[config.mk]
export PLATFORM = sky130hd
export DESIGN_NAME = positional_insert_delete_list
export DESIGN_NICKNAME = d
export VERILOG_FILES = /design/src/rtl/pidl_pkg.sv /design/src/rtl/pidl_ctrl.sv /design/src/rtl/pidl_dp.sv /design/src/rtl/positional_insert_delete_list.sv
export VERILOG_INCLUDE_DIRS = /design/src /design/src/rtl
export SDC_FILE = /design/constraint.sdc
export NUM_CORES = 2
export LEC_CHECK = 0
export BUFFER_PORTS_ARGS = -buffer_cell sky130_fd_sc_hd__buf_2
export CAP_MARGIN = 20
export CORE_ASPECT_RATIO = 2
export CORE_MARGIN = 2
export CORE_UTILIZATION = 40
export DETAILED_ROUTE_END_ITERATION = 10
export HOLD_SLACK_MARGIN = 0.03
export PLACE_DENSITY = 0.51
export SKIP_CTS_REPAIR_TIMING = 1
export SLEW_MARGIN = 15
export SYNTH_ARGS = -nofsm -noshare
export SYNTH_HDL_FRONTEND = slang
export SYNTH_SLANG_ARGS = --single-unit
[constraint.sdc]
create_clock -name i_clk -period 9.77 [get_ports i_clk]
set_input_delay 0.977 -clock i_clk [delete_from_list [all_inputs] [get_ports i_clk]]
set_output_delay 0.977 -clock i_clk [all_outputs]
set_load 0.01 [all_outputs]
[src/rtl/positional_insert_delete_list_defines.svh]
// ---------------------------------------------------------------------------
// Assertion macros for the positional insert/delete list
// Concurrent checks on the rising clock edge, off while reset is low.
// They are left empty when the code is synthesized.
// ---------------------------------------------------------------------------
`ifndef POSITIONAL_INSERT_DELETE_LIST_DEFINES_SVH
`define POSITIONAL_INSERT_DELETE_LIST_DEFINES_SVH

`ifndef SYNTHESIS

// The consequent must hold in the same cycle as the antecedent.
`define PIDL_ASSERT_IMPLY(lbl, clk, rst_n, ante, cons) \
    lbl: assert property (@(posedge clk) disable iff (!rst_n) (ante) |-> (cons)) \
        else $error("pidl assertion failed");

// The consequent must hold in the cycle after the antecedent.
`define PIDL_ASSERT_NEXT(lbl, clk, rst_n, ante, cons) \
    lbl: assert property (@(posedge clk) disable iff (!rst_n) (ante) |=> (cons)) \
        else $error("pidl assertion failed");

`else

`define PIDL_ASSERT_IMPLY(lbl, clk, rst_n, ante, cons)
`define PIDL_ASSERT_NEXT(lbl, clk, rst_n, ante, cons)

`endif

`endif

[src/rtl/pidl_pkg.sv]
// ---------------------------------------------------------------------------
// pidl_pkg
// Types and constants shared by the positional insert/delete list.
// ---------------------------------------------------------------------------
package pidl_pkg;

    localparam int DEPTH_DEF   = 32;
    localparam int MAX_RESULTS = 32;

    localparam int KIND_W    = 3;
    localparam int POS_W     = 5;
    localparam int VAL_W     = 32;
    localparam int LEN_OUT_W = 6;
    localparam int STATUS_W  = 2;

    typedef enum logic [KIND_W-1:0] {
        K_CLEAR   = 3'd0,
        K_APPEND  = 3'd1,
        K_INSERT  = 3'd2,
        K_DELETE  = 3'd3,
        K_DISPLAY = 3'd4
    } t_kind;

    typedef enum logic [STATUS_W-1:0] {
        ST_OK     = 2'd0,
        ST_FULL   = 2'd1,
        ST_BADPOS = 2'd2,
        ST_EMPTY  = 2'd3
    } t_status;

    typedef enum logic [1:0] {
        S_IDLE,
        S_EXEC,
        S_DISP
    } t_state;

    // controller to datapath
    typedef struct packed {
        logic accept;     // latch the input transaction
        logic exec;       // carry out the operation and load its result
        logic disp_step;  // emit the next displayed entry
    } t_cmd;

    // datapath to controller
    typedef struct packed {
        logic out_free;   // output register can take a result this cycle
        logic disp_go;    // operation is a display of a non-empty list
        logic disp_last;  // the entry about to be displayed is the final one
    } t_sts;

endpackage

[src/rtl/pidl_ctrl.sv]
// ---------------------------------------------------------------------------
// pidl_ctrl
// Sequencer: accept one transaction, execute it, then, for a display, walk its entries.
// ---------------------------------------------------------------------------
module pidl_ctrl
    import pidl_pkg::*;
(
    input  logic i_clk,
    input  logic i_rst_n,
    input  logic i_valid,
    output logic o_stall,
    input  t_sts i_sts,
    output t_cmd o_cmd
);

    t_state r_state;
    t_state n_state;

    always_ff @(posedge i_clk) begin
        if (!i_rst_n) begin
            r_state <= S_IDLE;
        end else begin
            r_state <= n_state;
        end
    end

    always_comb begin
        n_state = r_state;
        unique case (r_state)
            S_IDLE: begin
                if (i_valid) begin
                    n_state = S_EXEC;
                end
            end
            S_EXEC: begin
                if (i_sts.out_free) begin
                    n_state = i_sts.disp_go ? S_DISP : S_IDLE;
                end
            end
            S_DISP: begin
                if (i_sts.out_free && i_sts.disp_last) begin
                    n_state = S_IDLE;
                end
            end
            default: begin
                n_state = S_IDLE;
            end
        endcase
    end

    always_comb begin
        o_stall         = 1'b1;
        o_cmd           = '0;
        unique case (r_state)
            S_IDLE: begin
                o_stall      = 1'b0;
                o_cmd.accept = i_valid;
            end
            S_EXEC: begin
                o_cmd.exec = i_sts.out_free;
            end
            S_DISP: begin
                o_cmd.disp_step = i_sts.out_free;
            end
            default: begin
                o_stall = 1'b1;
            end
        endcase
    end

endmodule

[src/rtl/pidl_dp.sv]
// ---------------------------------------------------------------------------
// pidl_dp
// List cells with parallel shift, length register and output register.
// ---------------------------------------------------------------------------
module pidl_dp
    import pidl_pkg::*;
#(
    parameter int DEPTH = DEPTH_DEF
) (
    input  logic                        i_clk,
    input  logic                        i_rst_n,
    input  t_cmd                        i_cmd,
    output t_sts                        o_sts,
    input  logic [KIND_W-1:0]           i_kind,
    input  logic [POS_W-1:0]            i_position,
    input  logic signed [VAL_W-1:0]     i_value,
    input  logic                        i_out_stall,
    output logic                        o_valid,
    output logic signed [VAL_W-1:0]     o_element,
    output logic [LEN_OUT_W-1:0]        o_length_now,
    output logic [STATUS_W-1:0]         o_status,
    output logic                        o_last
);

    localparam int IW = (DEPTH > 1) ? $clog2(DEPTH) : 1;
    localparam int LW = $clog2(DEPTH + 1);

    logic [KIND_W-1:0]          r_kind;
    logic [POS_W-1:0]           r_pos;
    logic signed [VAL_W-1:0]    r_value;
    logic signed [VAL_W-1:0]    r_store [DEPTH];
    logic [LW-1:0]              r_len;
    logic [IW-1:0]              r_idx;

    logic                       r_out_valid;
    logic signed [VAL_W-1:0]    r_element;
    logic [LEN_OUT_W-1:0]       r_length_now;
    t_status                    r_status;
    logic                       r_last;

    logic                       w_full;
    logic                       w_empty;
    logic [IW-1:0]              w_pos_ix;
    logic [IW-1:0]              w_rd_addr;
    logic signed [VAL_W-1:0]    w_rd_data;
    logic [LW-1:0]              w_idx_nx;
    logic                       w_disp_last;

    logic                       w_emit;
    logic                       w_do_ins;
    logic                       w_do_del;
    logic [IW-1:0]              w_wr_ix;
    t_status                    w_status;
    logic signed [VAL_W-1:0]    w_elem;
    logic [LW-1:0]              n_len;

    assign w_full    = (r_len == LW'(DEPTH));
    assign w_empty   = (r_len == '0);
    assign w_pos_ix  = IW'(r_pos);
    assign w_rd_addr = i_cmd.disp_step ? r_idx : w_pos_ix;
    assign w_rd_data = r_store[w_rd_addr];

    // display stops at the list end or at the result limit, whichever comes first
    assign w_idx_nx    = LW'(r_idx) + LW'(1);
    assign w_disp_last = (w_idx_nx == r_len) || (32'(w_idx_nx) == 32'(MAX_RESULTS));

    always_comb begin
        w_emit   = 1'b0;
        w_do_ins = 1'b0;
        w_do_del = 1'b0;
        w_wr_ix  = w_pos_ix;
        w_status = ST_OK;
        w_elem   = '0;
        n_len    = r_len;
        case (r_kind) inside
            K_CLEAR: begin
                w_emit = 1'b1;
                n_len  = '0;
            end
            K_APPEND, K_INSERT: begin
                w_emit = 1'b1;
                if (w_full) begin
                    w_status = ST_FULL;
                end else if ((r_kind == K_INSERT) && (32'(r_pos) > 32'(r_len))) begin
                    w_status = ST_BADPOS;
                end else begin
                    w_do_ins = 1'b1;
                    w_wr_ix  = (r_kind == K_APPEND) ? IW'(r_len) : w_pos_ix;
                    n_len    = r_len + LW'(1);
                end
            end
            K_DELETE: begin
                w_emit = 1'b1;
                if (w_empty) begin
                    w_status = ST_EMPTY;
                end else if (32'(r_pos) >= 32'(r_len)) begin
                    w_status = ST_BADPOS;
                end else begin
                    w_do_del = 1'b1;
                    w_elem   = w_rd_data;
                    n_len    = r_len - LW'(1);
                end
            end
            K_DISPLAY: begin
                if (w_empty) begin
                    w_emit   = 1'b1;
                    w_status = ST_EMPTY;
                end
            end
            default: begin
                w_emit = 1'b0;
            end
        endcase
    end

    always_ff @(posedge i_clk) begin
        if (i_cmd.accept) begin
            r_kind  <= i_kind;
            r_pos   <= i_position;
            r_value <= i_value;
        end
    end

    // cells shift in parallel: up past an insert point, down from a delete point
    always_ff @(posedge i_clk) begin
        if (i_cmd.exec) begin
            for (int j = 0; j < DEPTH; j++) begin
                if (w_do_ins) begin
                    if (IW'(j) == w_wr_ix) begin
                        r_store[j] <= r_value;
                    end else if (IW'(j) > w_wr_ix) begin
                        r_store[j] <= r_store[(j > 0) ? j - 1 : 0];
                    end
                end else if (w_do_del) begin
                    if (IW'(j) >= w_pos_ix) begin
                        r_store[j] <= r_store[(j < DEPTH - 1) ? j + 1 : j];
                    end
                end
            end
        end
    end

    always_ff @(posedge i_clk) begin
        if (!i_rst_n) begin
            r_len <= '0;
        end else if (i_cmd.exec) begin
            r_len <= n_len;
        end
    end

    always_ff @(posedge i_clk) begin
        if (i_cmd.exec) begin
            r_idx <= '0;
        end else if (i_cmd.disp_step) begin
            r_idx <= r_idx + IW'(1);
        end
    end

    always_ff @(posedge i_clk) begin
        if (!i_rst_n) begin
            r_out_valid <= 1'b0;
        end else if ((i_cmd.exec && w_emit) || i_cmd.disp_step) begin
            r_out_valid <= 1'b1;
        end else if (!i_out_stall) begin
            r_out_valid <= 1'b0;
        end
    end

    always_ff @(posedge i_clk) begin
        if (i_cmd.exec && w_emit) begin
            r_element    <= w_elem;
            r_length_now <= LEN_OUT_W'(n_len);
            r_status     <= w_status;
            r_last       <= 1'b1;
        end else if (i_cmd.disp_step) begin
            r_element    <= w_rd_data;
            r_length_now <= LEN_OUT_W'(r_len);
            r_status     <= ST_OK;
            r_last       <= w_disp_last;
        end
    end

    assign o_sts.out_free  = !r_out_valid || !i_out_stall;
    assign o_sts.disp_go   = (r_kind == K_DISPLAY) && !w_empty;
    assign o_sts.disp_last = w_disp_last;

    assign o_valid      = r_out_valid;
    assign o_element    = r_element;
    assign o_length_now = r_length_now;
    assign o_status     = r_status;
    assign o_last       = r_last;

endmodule

[src/rtl/positional_insert_delete_list.sv]
// ---------------------------------------------------------------------------
// positional_insert_delete_list
// Ordered list of signed words: clear, append, insert, delete, display.
// ---------------------------------------------------------------------------
//  channel | direction | handshake          | payload
//  --------+-----------+--------------------+-----------------------------------
//  input   | in        | i_valid / o_stall  | i_kind, i_position, i_value
//  result  | out       | o_valid / i_stall  | o_element, o_length_now, o_status,
//          |           |                    | o_last
//
//  Each transaction is accepted, then executed; a display then emits its entries in turn.
//  The list cells shift in parallel, so insert and delete finish in the execute cycle.
//  A result waiting in the output register lets the next transaction be accepted;
//  execution then waits for the output register to free.
//  Synchronous active-low reset clears the length; the cells are not cleared.
// ---------------------------------------------------------------------------
`include "positional_insert_delete_list_defines.svh"

module positional_insert_delete_list
    import pidl_pkg::*;
#(
    parameter int DEPTH = DEPTH_DEF
) (
    input  logic                        i_clk,
    input  logic                        i_rst_n,
    input  logic                        i_valid,
    output logic                        o_stall,
    input  logic [KIND_W-1:0]           i_kind,
    input  logic [POS_W-1:0]            i_position,
    input  logic signed [VAL_W-1:0]     i_value,
    output logic                        o_valid,
    input  logic                        i_stall,
    output logic signed [VAL_W-1:0]     o_element,
    output logic [LEN_OUT_W-1:0]        o_length_now,
    output logic [STATUS_W-1:0]         o_status,
    output logic                        o_last
);

    t_cmd w_cmd;
    t_sts w_sts;

    pidl_ctrl u_ctrl (
        .i_clk   (i_clk),
        .i_rst_n (i_rst_n),
        .i_valid (i_valid),
        .o_stall (o_stall),
        .i_sts   (w_sts),
        .o_cmd   (w_cmd)
    );

    pidl_dp #(
        .DEPTH (DEPTH)
    ) u_dp (
        .i_clk        (i_clk),
        .i_rst_n      (i_rst_n),
        .i_cmd        (w_cmd),
        .o_sts        (w_sts),
        .i_kind       (i_kind),
        .i_position   (i_position),
        .i_value      (i_value),
        .i_out_stall  (i_stall),
        .o_valid      (o_valid),
        .o_element    (o_element),
        .o_length_now (o_length_now),
        .o_status     (o_status),
        .o_last       (o_last)
    );

    // never load a result over one that is still held
    `PIDL_ASSERT_IMPLY(a_no_overwrite, i_clk, i_rst_n, w_cmd.exec || w_cmd.disp_step, !o_valid || !i_stall)
    // an accepted transaction holds off the next one
    `PIDL_ASSERT_NEXT(a_busy_after_accept, i_clk, i_rst_n, i_valid && !o_stall, o_stall)
    // a display still in progress keeps the input stalled
    `PIDL_ASSERT_IMPLY(a_disp_holds_input, i_clk, i_rst_n, o_valid && !o_last, o_stall)

endmodule

# After elaboration in Yosys (flattened, before gate mapping)
# Memory sizes are Yosys's and may differ from the RTL's.
# Index checks and enable logic that the tools add are counted.
dict set report op_classes {
  n_addsub 4
  mul 0
  div_mod_pow 0
  n_lt_le_gt_ge 66
  n_eq_ne 44
  shifts 0
  n_mux 570
  n_bitwise 64
  reduce_logical 17
}
# op n
set op_table {}
lappend op_table {{32-bit two-way mux} 71}
lappend op_table {{1-bit two-way mux} 468}
lappend op_table {{5-bit equality test, first input constant} 16}
lappend op_table {{5-bit greater-or-equal comparator, first input constant} 16}
lappend op_table {{5-bit greater-than comparator, first input constant} 16}
lappend op_table {{1-bit bitwise OR} 64}
lappend op_table {{6-bit two-way mux} 9}
lappend op_table {{4-bit by 5-bit equality test with 1-bit output, first input constant} 8}
lappend op_table {{4-bit by 5-bit greater-or-equal comparator with 1-bit output, first input constant} 8}
lappend op_table {{4-bit by 5-bit greater-than comparator with 1-bit output, first input constant} 8}
lappend op_table {{2-bit two-way mux} 15}
lappend op_table {{5-bit two-way mux} 6}
lappend op_table {{3-bit by 5-bit equality test with 1-bit output, first input constant} 4}
lappend op_table {{3-bit by 5-bit greater-or-equal comparator with 1-bit output, first input constant} 4}
lappend op_table {{3-bit by 5-bit greater-than comparator with 1-bit output, first input constant} 4}
lappend op_table {{6-bit equality test, second input constant} 2}
lappend op_table {{2-bit by 5-bit equality test with 1-bit output, first input constant} 2}
lappend op_table {{1-bit by 5-bit greater-or-equal comparator with 1-bit output, first input constant} 2}
lappend op_table {{2-bit by 5-bit greater-or-equal comparator with 1-bit output, first input constant} 2}
lappend op_table {{1-bit by 5-bit greater-than comparator with 1-bit output, first input constant} 2}
lappend op_table {{2-bit by 5-bit greater-than comparator with 1-bit output, first input constant} 2}
lappend op_table {{5-bit by 1-bit adder with 6-bit output, second input constant} 1}
lappend op_table {{6-bit by 1-bit adder with 6-bit output, second input constant} 1}
lappend op_table {{3-bit by 2-bit equality test with 1-bit output, second input constant} 2}
lappend op_table {{23 further kinds} 32}
dict set report word_totals {
  regBits 95
  latch_bits 0
  ramBits 1024
  romBits 0
  in_bits 44
  output_inout_bits 43
  word_cells 777
  memories 1
}
# memory words word_bits read_ports rd_clocked_by_memory_dff wr line
set memory_table {}
lappend memory_table {u_dp.r_store 32 32 33 0 32 pidl_dp.sv:31} ;# logic signed [VAL_W-1:0] r_store [DEPTH];

# Longest topological paths before layout
dict set report logic_depth {
  ltp_word 14
  ltp_mapped 15
  depth_no_buf 10
}

# Hierarchy
# A second synthesis with hierarchy kept.
dict set report unflattened {
  cells_unflattened 5715
  hier_area_um2 65796.9
}
# mod instances cells_each area_each_um2 seq_area_each_um2
set modules_own_cells {}
lappend modules_own_cells {pidl_dp 1 5701 65678.0 33412.0}
lappend modules_own_cells {pidl_ctrl 1 14 118.9 40.0}

# Least setup slack after synthesis
# OpenSTA, ideal clock, no wires.
dict set report synth_path {
  kind {register -> register}
  from {register u_dp.r_len[3]}
  to {memory u_dp.r_store[26][0] (enable)}
  setup_time_ns 0.533
  t_arrival_ns 6.875
  required_time_ns 9.237
  path_slack_ns 2.362
  stages_incl_launch_ff 13
  n_path_buf 3
  synth_period_minus_slack_ns 7.408
  path_cell_list {dfxtp_1 > buf_2 > clkbuf_1 > inv_1 > ha_1 > a211oi_1 > or2_2 > a2111o_1 > clkbuf_1 > nand3_1 > inv_1 > nand3b_1 > o311ai_0}
}
# item line
set synth_lines {}
lappend synth_lines {{start, declared} pidl_dp.sv:32} ;# logic [LW-1:0] r_len;
lappend synth_lines {{start signal, assigned} pidl_dp.sv:147} ;# r_len <= n_len;
lappend synth_lines {{end, declared} pidl_dp.sv:31}

==> results.ini <==
[sta]
maxSlewViolCount = 0
max_freq_mhz = 178.8
min_period_over_period = 0.5725
hold_slack_ns = 0.4153
worst_slack_ns = 4.176
min_period_ns = 5.594
slew_headroom = 0.2355
finalSetupTns_ns = 0
fin_worst_skew_ns = 0.02917
worst_slew_pin_slew_ns = 1.147
rsz0062_at_grt = false
setup_viol = 0
final-hold-violation-count = 0

[floorplanning]
row_count = 208
core-area_um2 = 160100
die_h_um = 571.3
start_util = 0.4021
dieArea_um2 = 164300
die_w_um = 287.7
num_io_pins = 87

[critical_path]
crit_arrival_ns = 5.95
crit_fanout = 36
critPathMaxStageDelay_ns = 0.82
worstSetupStartpointType = flop
critPathKind = reg -> reg
crit_chain = inv_1, ha_1, a211oi_1, or2_2, a2111o_1, nand3_1, inv_2, buf_4, nand3b_1, o41ai_2, buf_4
endpoint_kind = flop
crit_top_cell = buf_4
crit_slowest_cell = nand3_1
cp.required_ns = 10.13

[pwr]
p_seq_frac = 0.497
p_leak_nw = 24.87
power_switching_w = 0.002837
p_comb_frac = 0.101
ir_drop_uv = 173.6
p_int_w = 0.008169
swShare = 0.2577
clkPwrFrac = 0.402
p_per_area_nw_per_um2 = 155.7

[yosys]
ys_types = 86
synth_commonest_cells = nand2_1, edfxtp_1, mux2i_1
syn-instance-count = 6285
ys_seq_area_frac = 0.5197
synth.area.top_cells = edfxtp_1, mux2i_1, nand2_1
yosys_warnings = 0
synth-edff-count = 1104
async_reset_ff_frac = 0
synth_flop_cell = edfxtp_1
synth.most_common_cell = nand2_1
netlist_area_um2 = 64370
synth_top_area_frac = 0.5151
syn-num-nets = 6338
synth_top_area_cell = edfxtp_1
ys_ff_latch = 1119
syn_area_per_cell_um2 = 10.24

[route]
wl_um = 242000
post_drt_wl_per_cell_um = 29.24
drt_iter0_drc = 5338
route.detailed.drc = 0
dr_total_vias = 51004
firstDrtPassIters = 8
via_per_inst = 6.164
antenna_left = 0

[global_route]
antenna_found_initial = 9
grt_max_degree = 114
overflow = 0
grt_pass1_vias = 50335
grt_pass1_wl_um = 351500
grt_usage = 0.2893

[flow_run]
maxCapViolations = 0

[placement]
portBuffers = 86
routabilityCongestion = 0.8993
hpwlAfterDp_um = 174100
post-place-ws_ns = 4.256

[clocking]
cts-root-buf = clkbuf_16
cts_tree = yes
numCtsBuffers = 109
worstSkewPairLatency_ns = 0.73
cts_num_sinks = 1119
htree_levels = 3
clkSlewWorstSetupHoldPaths_ns = 0.07
cts_max_path_buffers = 3

[run_status]
status = completed

[final_layout]
fillCellCount = 15199
drive_gt1_frac = 0.1253
fin_nets = 6129
syn_to_final_growth_pct = 9.852

[min_path]
hp-class = in -> reg

sequential cells by signal, summed over array words and instances, names as in the netlist:
register           cells
u_dp.o_element        32
u_dp.r_store        1024
u_dp.r_pos             5
u_dp.r_kind            3
u_dp.r_idx             5
u_dp.o_last            1
u_dp.o_valid           1
u_ctrl.r_state         2
u_dp.r_value          32
u_dp.r_len             6
u_dp.o_length_now      6
u_dp.o_status          2
critical path: cells and delay by family (launching register included):
family                     cells  cell delay [ns]
AOI/OAI and AO/OA              3             1.16
and+or+nand+nor                3             1.39
DFF                            1             0.74
adders and majority gates      1             0.37
buffers and inverters          4             1.48
per-layer routing:
layer / global-route usage / vias up / share of wire
met3: 0.03541 / 551 / 0.061
met5: 0 / - / 0.000070
met2: 0.5329 / 2224 / 0.53
li1: - / 22890 / -
met1: 0.3257 / 25335 / 0.36
met4: 0.1437 / 4 / 0.052
metrics by stage:
step / cells / area [um2] / total power [W] / util
2_1_floorplan: 6285 / 64370 / 0.006244 / -
3_3_place_gp: 8058 / 67020 / 0.006641 / 0.4187
3_5_place_dp: 8060 / 67090 / 0.006666 / 0.4192
4_1_cts: 8264 / 70620 / 0.01106 / 0.4412
5_1_grt: 8271 / 70700 / 0.01130 / 0.4417
6_report: 8275 / 70710 / 0.01101 / 0.4418
cell type report:
cell class                      count  area [um2]  area share
Antenna cell                        6       15.01   0.0002123
Clock buffer                      126        2813     0.03978
Clock inverter                     78       716.9     0.01014
Inverter                           46       172.7    0.002442
Multi-Input combinational cell   4507       28830      0.4077
Sequential cell                  1119       33450      0.4731
Tap cell                         2100        2628     0.03716
Timing Repair Buffer              293        2079     0.02941
power groups by stage:
| stage | clock (W) | combinational (W) | sequential (W) |
|---|---|---|---|
| finish | 0.00443 | 0.00111 | 0.00547 |
| global route | 0.00464 | 0.00119 | 0.00547 |
| detailed placement | 0 | 0.00109 | 0.00557 |
| global placement | 0 | 0.00107 | 0.00557 |
| floorplan | 0 | 0.000703 | 0.00554 |
| CTS | 0.00449 | 0.00109 | 0.00547 |
cell usage in the layout, fill, tap and decap left out, drive strengths merged, types with 18 or more instances in the layout:
cell type  Yosys  final
nor2         555    555
and3          84     84
a222oi        33     33
o22ai         41     41
nor3          25     25
inv           46     50
clkbuf       406    126
mux2i        634    634
nand3         41     41
a31oi        359    359
mux2          84     84
o21ai        430    430
nand2       1319   1319
mux4         103    103
edfxtp      1104   1104
a21oi        306    306
nor3b         55     55
a311oi        23     23
buf          207    293
clkinv         0     56
a221o         66     66
nor4          19     19
and2          18     18
a211oi       109    109
cell families (layout without fill, tap and decap cells):
group                    count (synthesis)  in the layout  share of synthesized area
AND/OR/NAND/NOR                       2170           2170                     0.1395
AO/OA/AOI/OAI                         1496           1496                     0.1455
flip-flops                            1119           1119                     0.5197
multiplexers                           821            821                     0.1493
buffers and inverters                  659            543                    0.04267
XOR/XNOR                                11             11                   0.001497
adder cells (fa/ha/maj)                  9              9                   0.001750
other                                    0              6                          0
final timing paths:
kind	cells after the start	endpoint	from	slack, ns
max reg2reg	11	u_dp.r_store[10][16]	u_dp.r_len[3]	4.18
min reg2reg	1	u_ctrl.r_state[0]	u_ctrl.r_state[1]	0.50
min	1	u_dp.r_value[31]	i_value[31]	0.42
max	11	u_dp.r_store[10][16]	u_dp.r_len[3]	4.18
(Power assumes the default switching activity.)
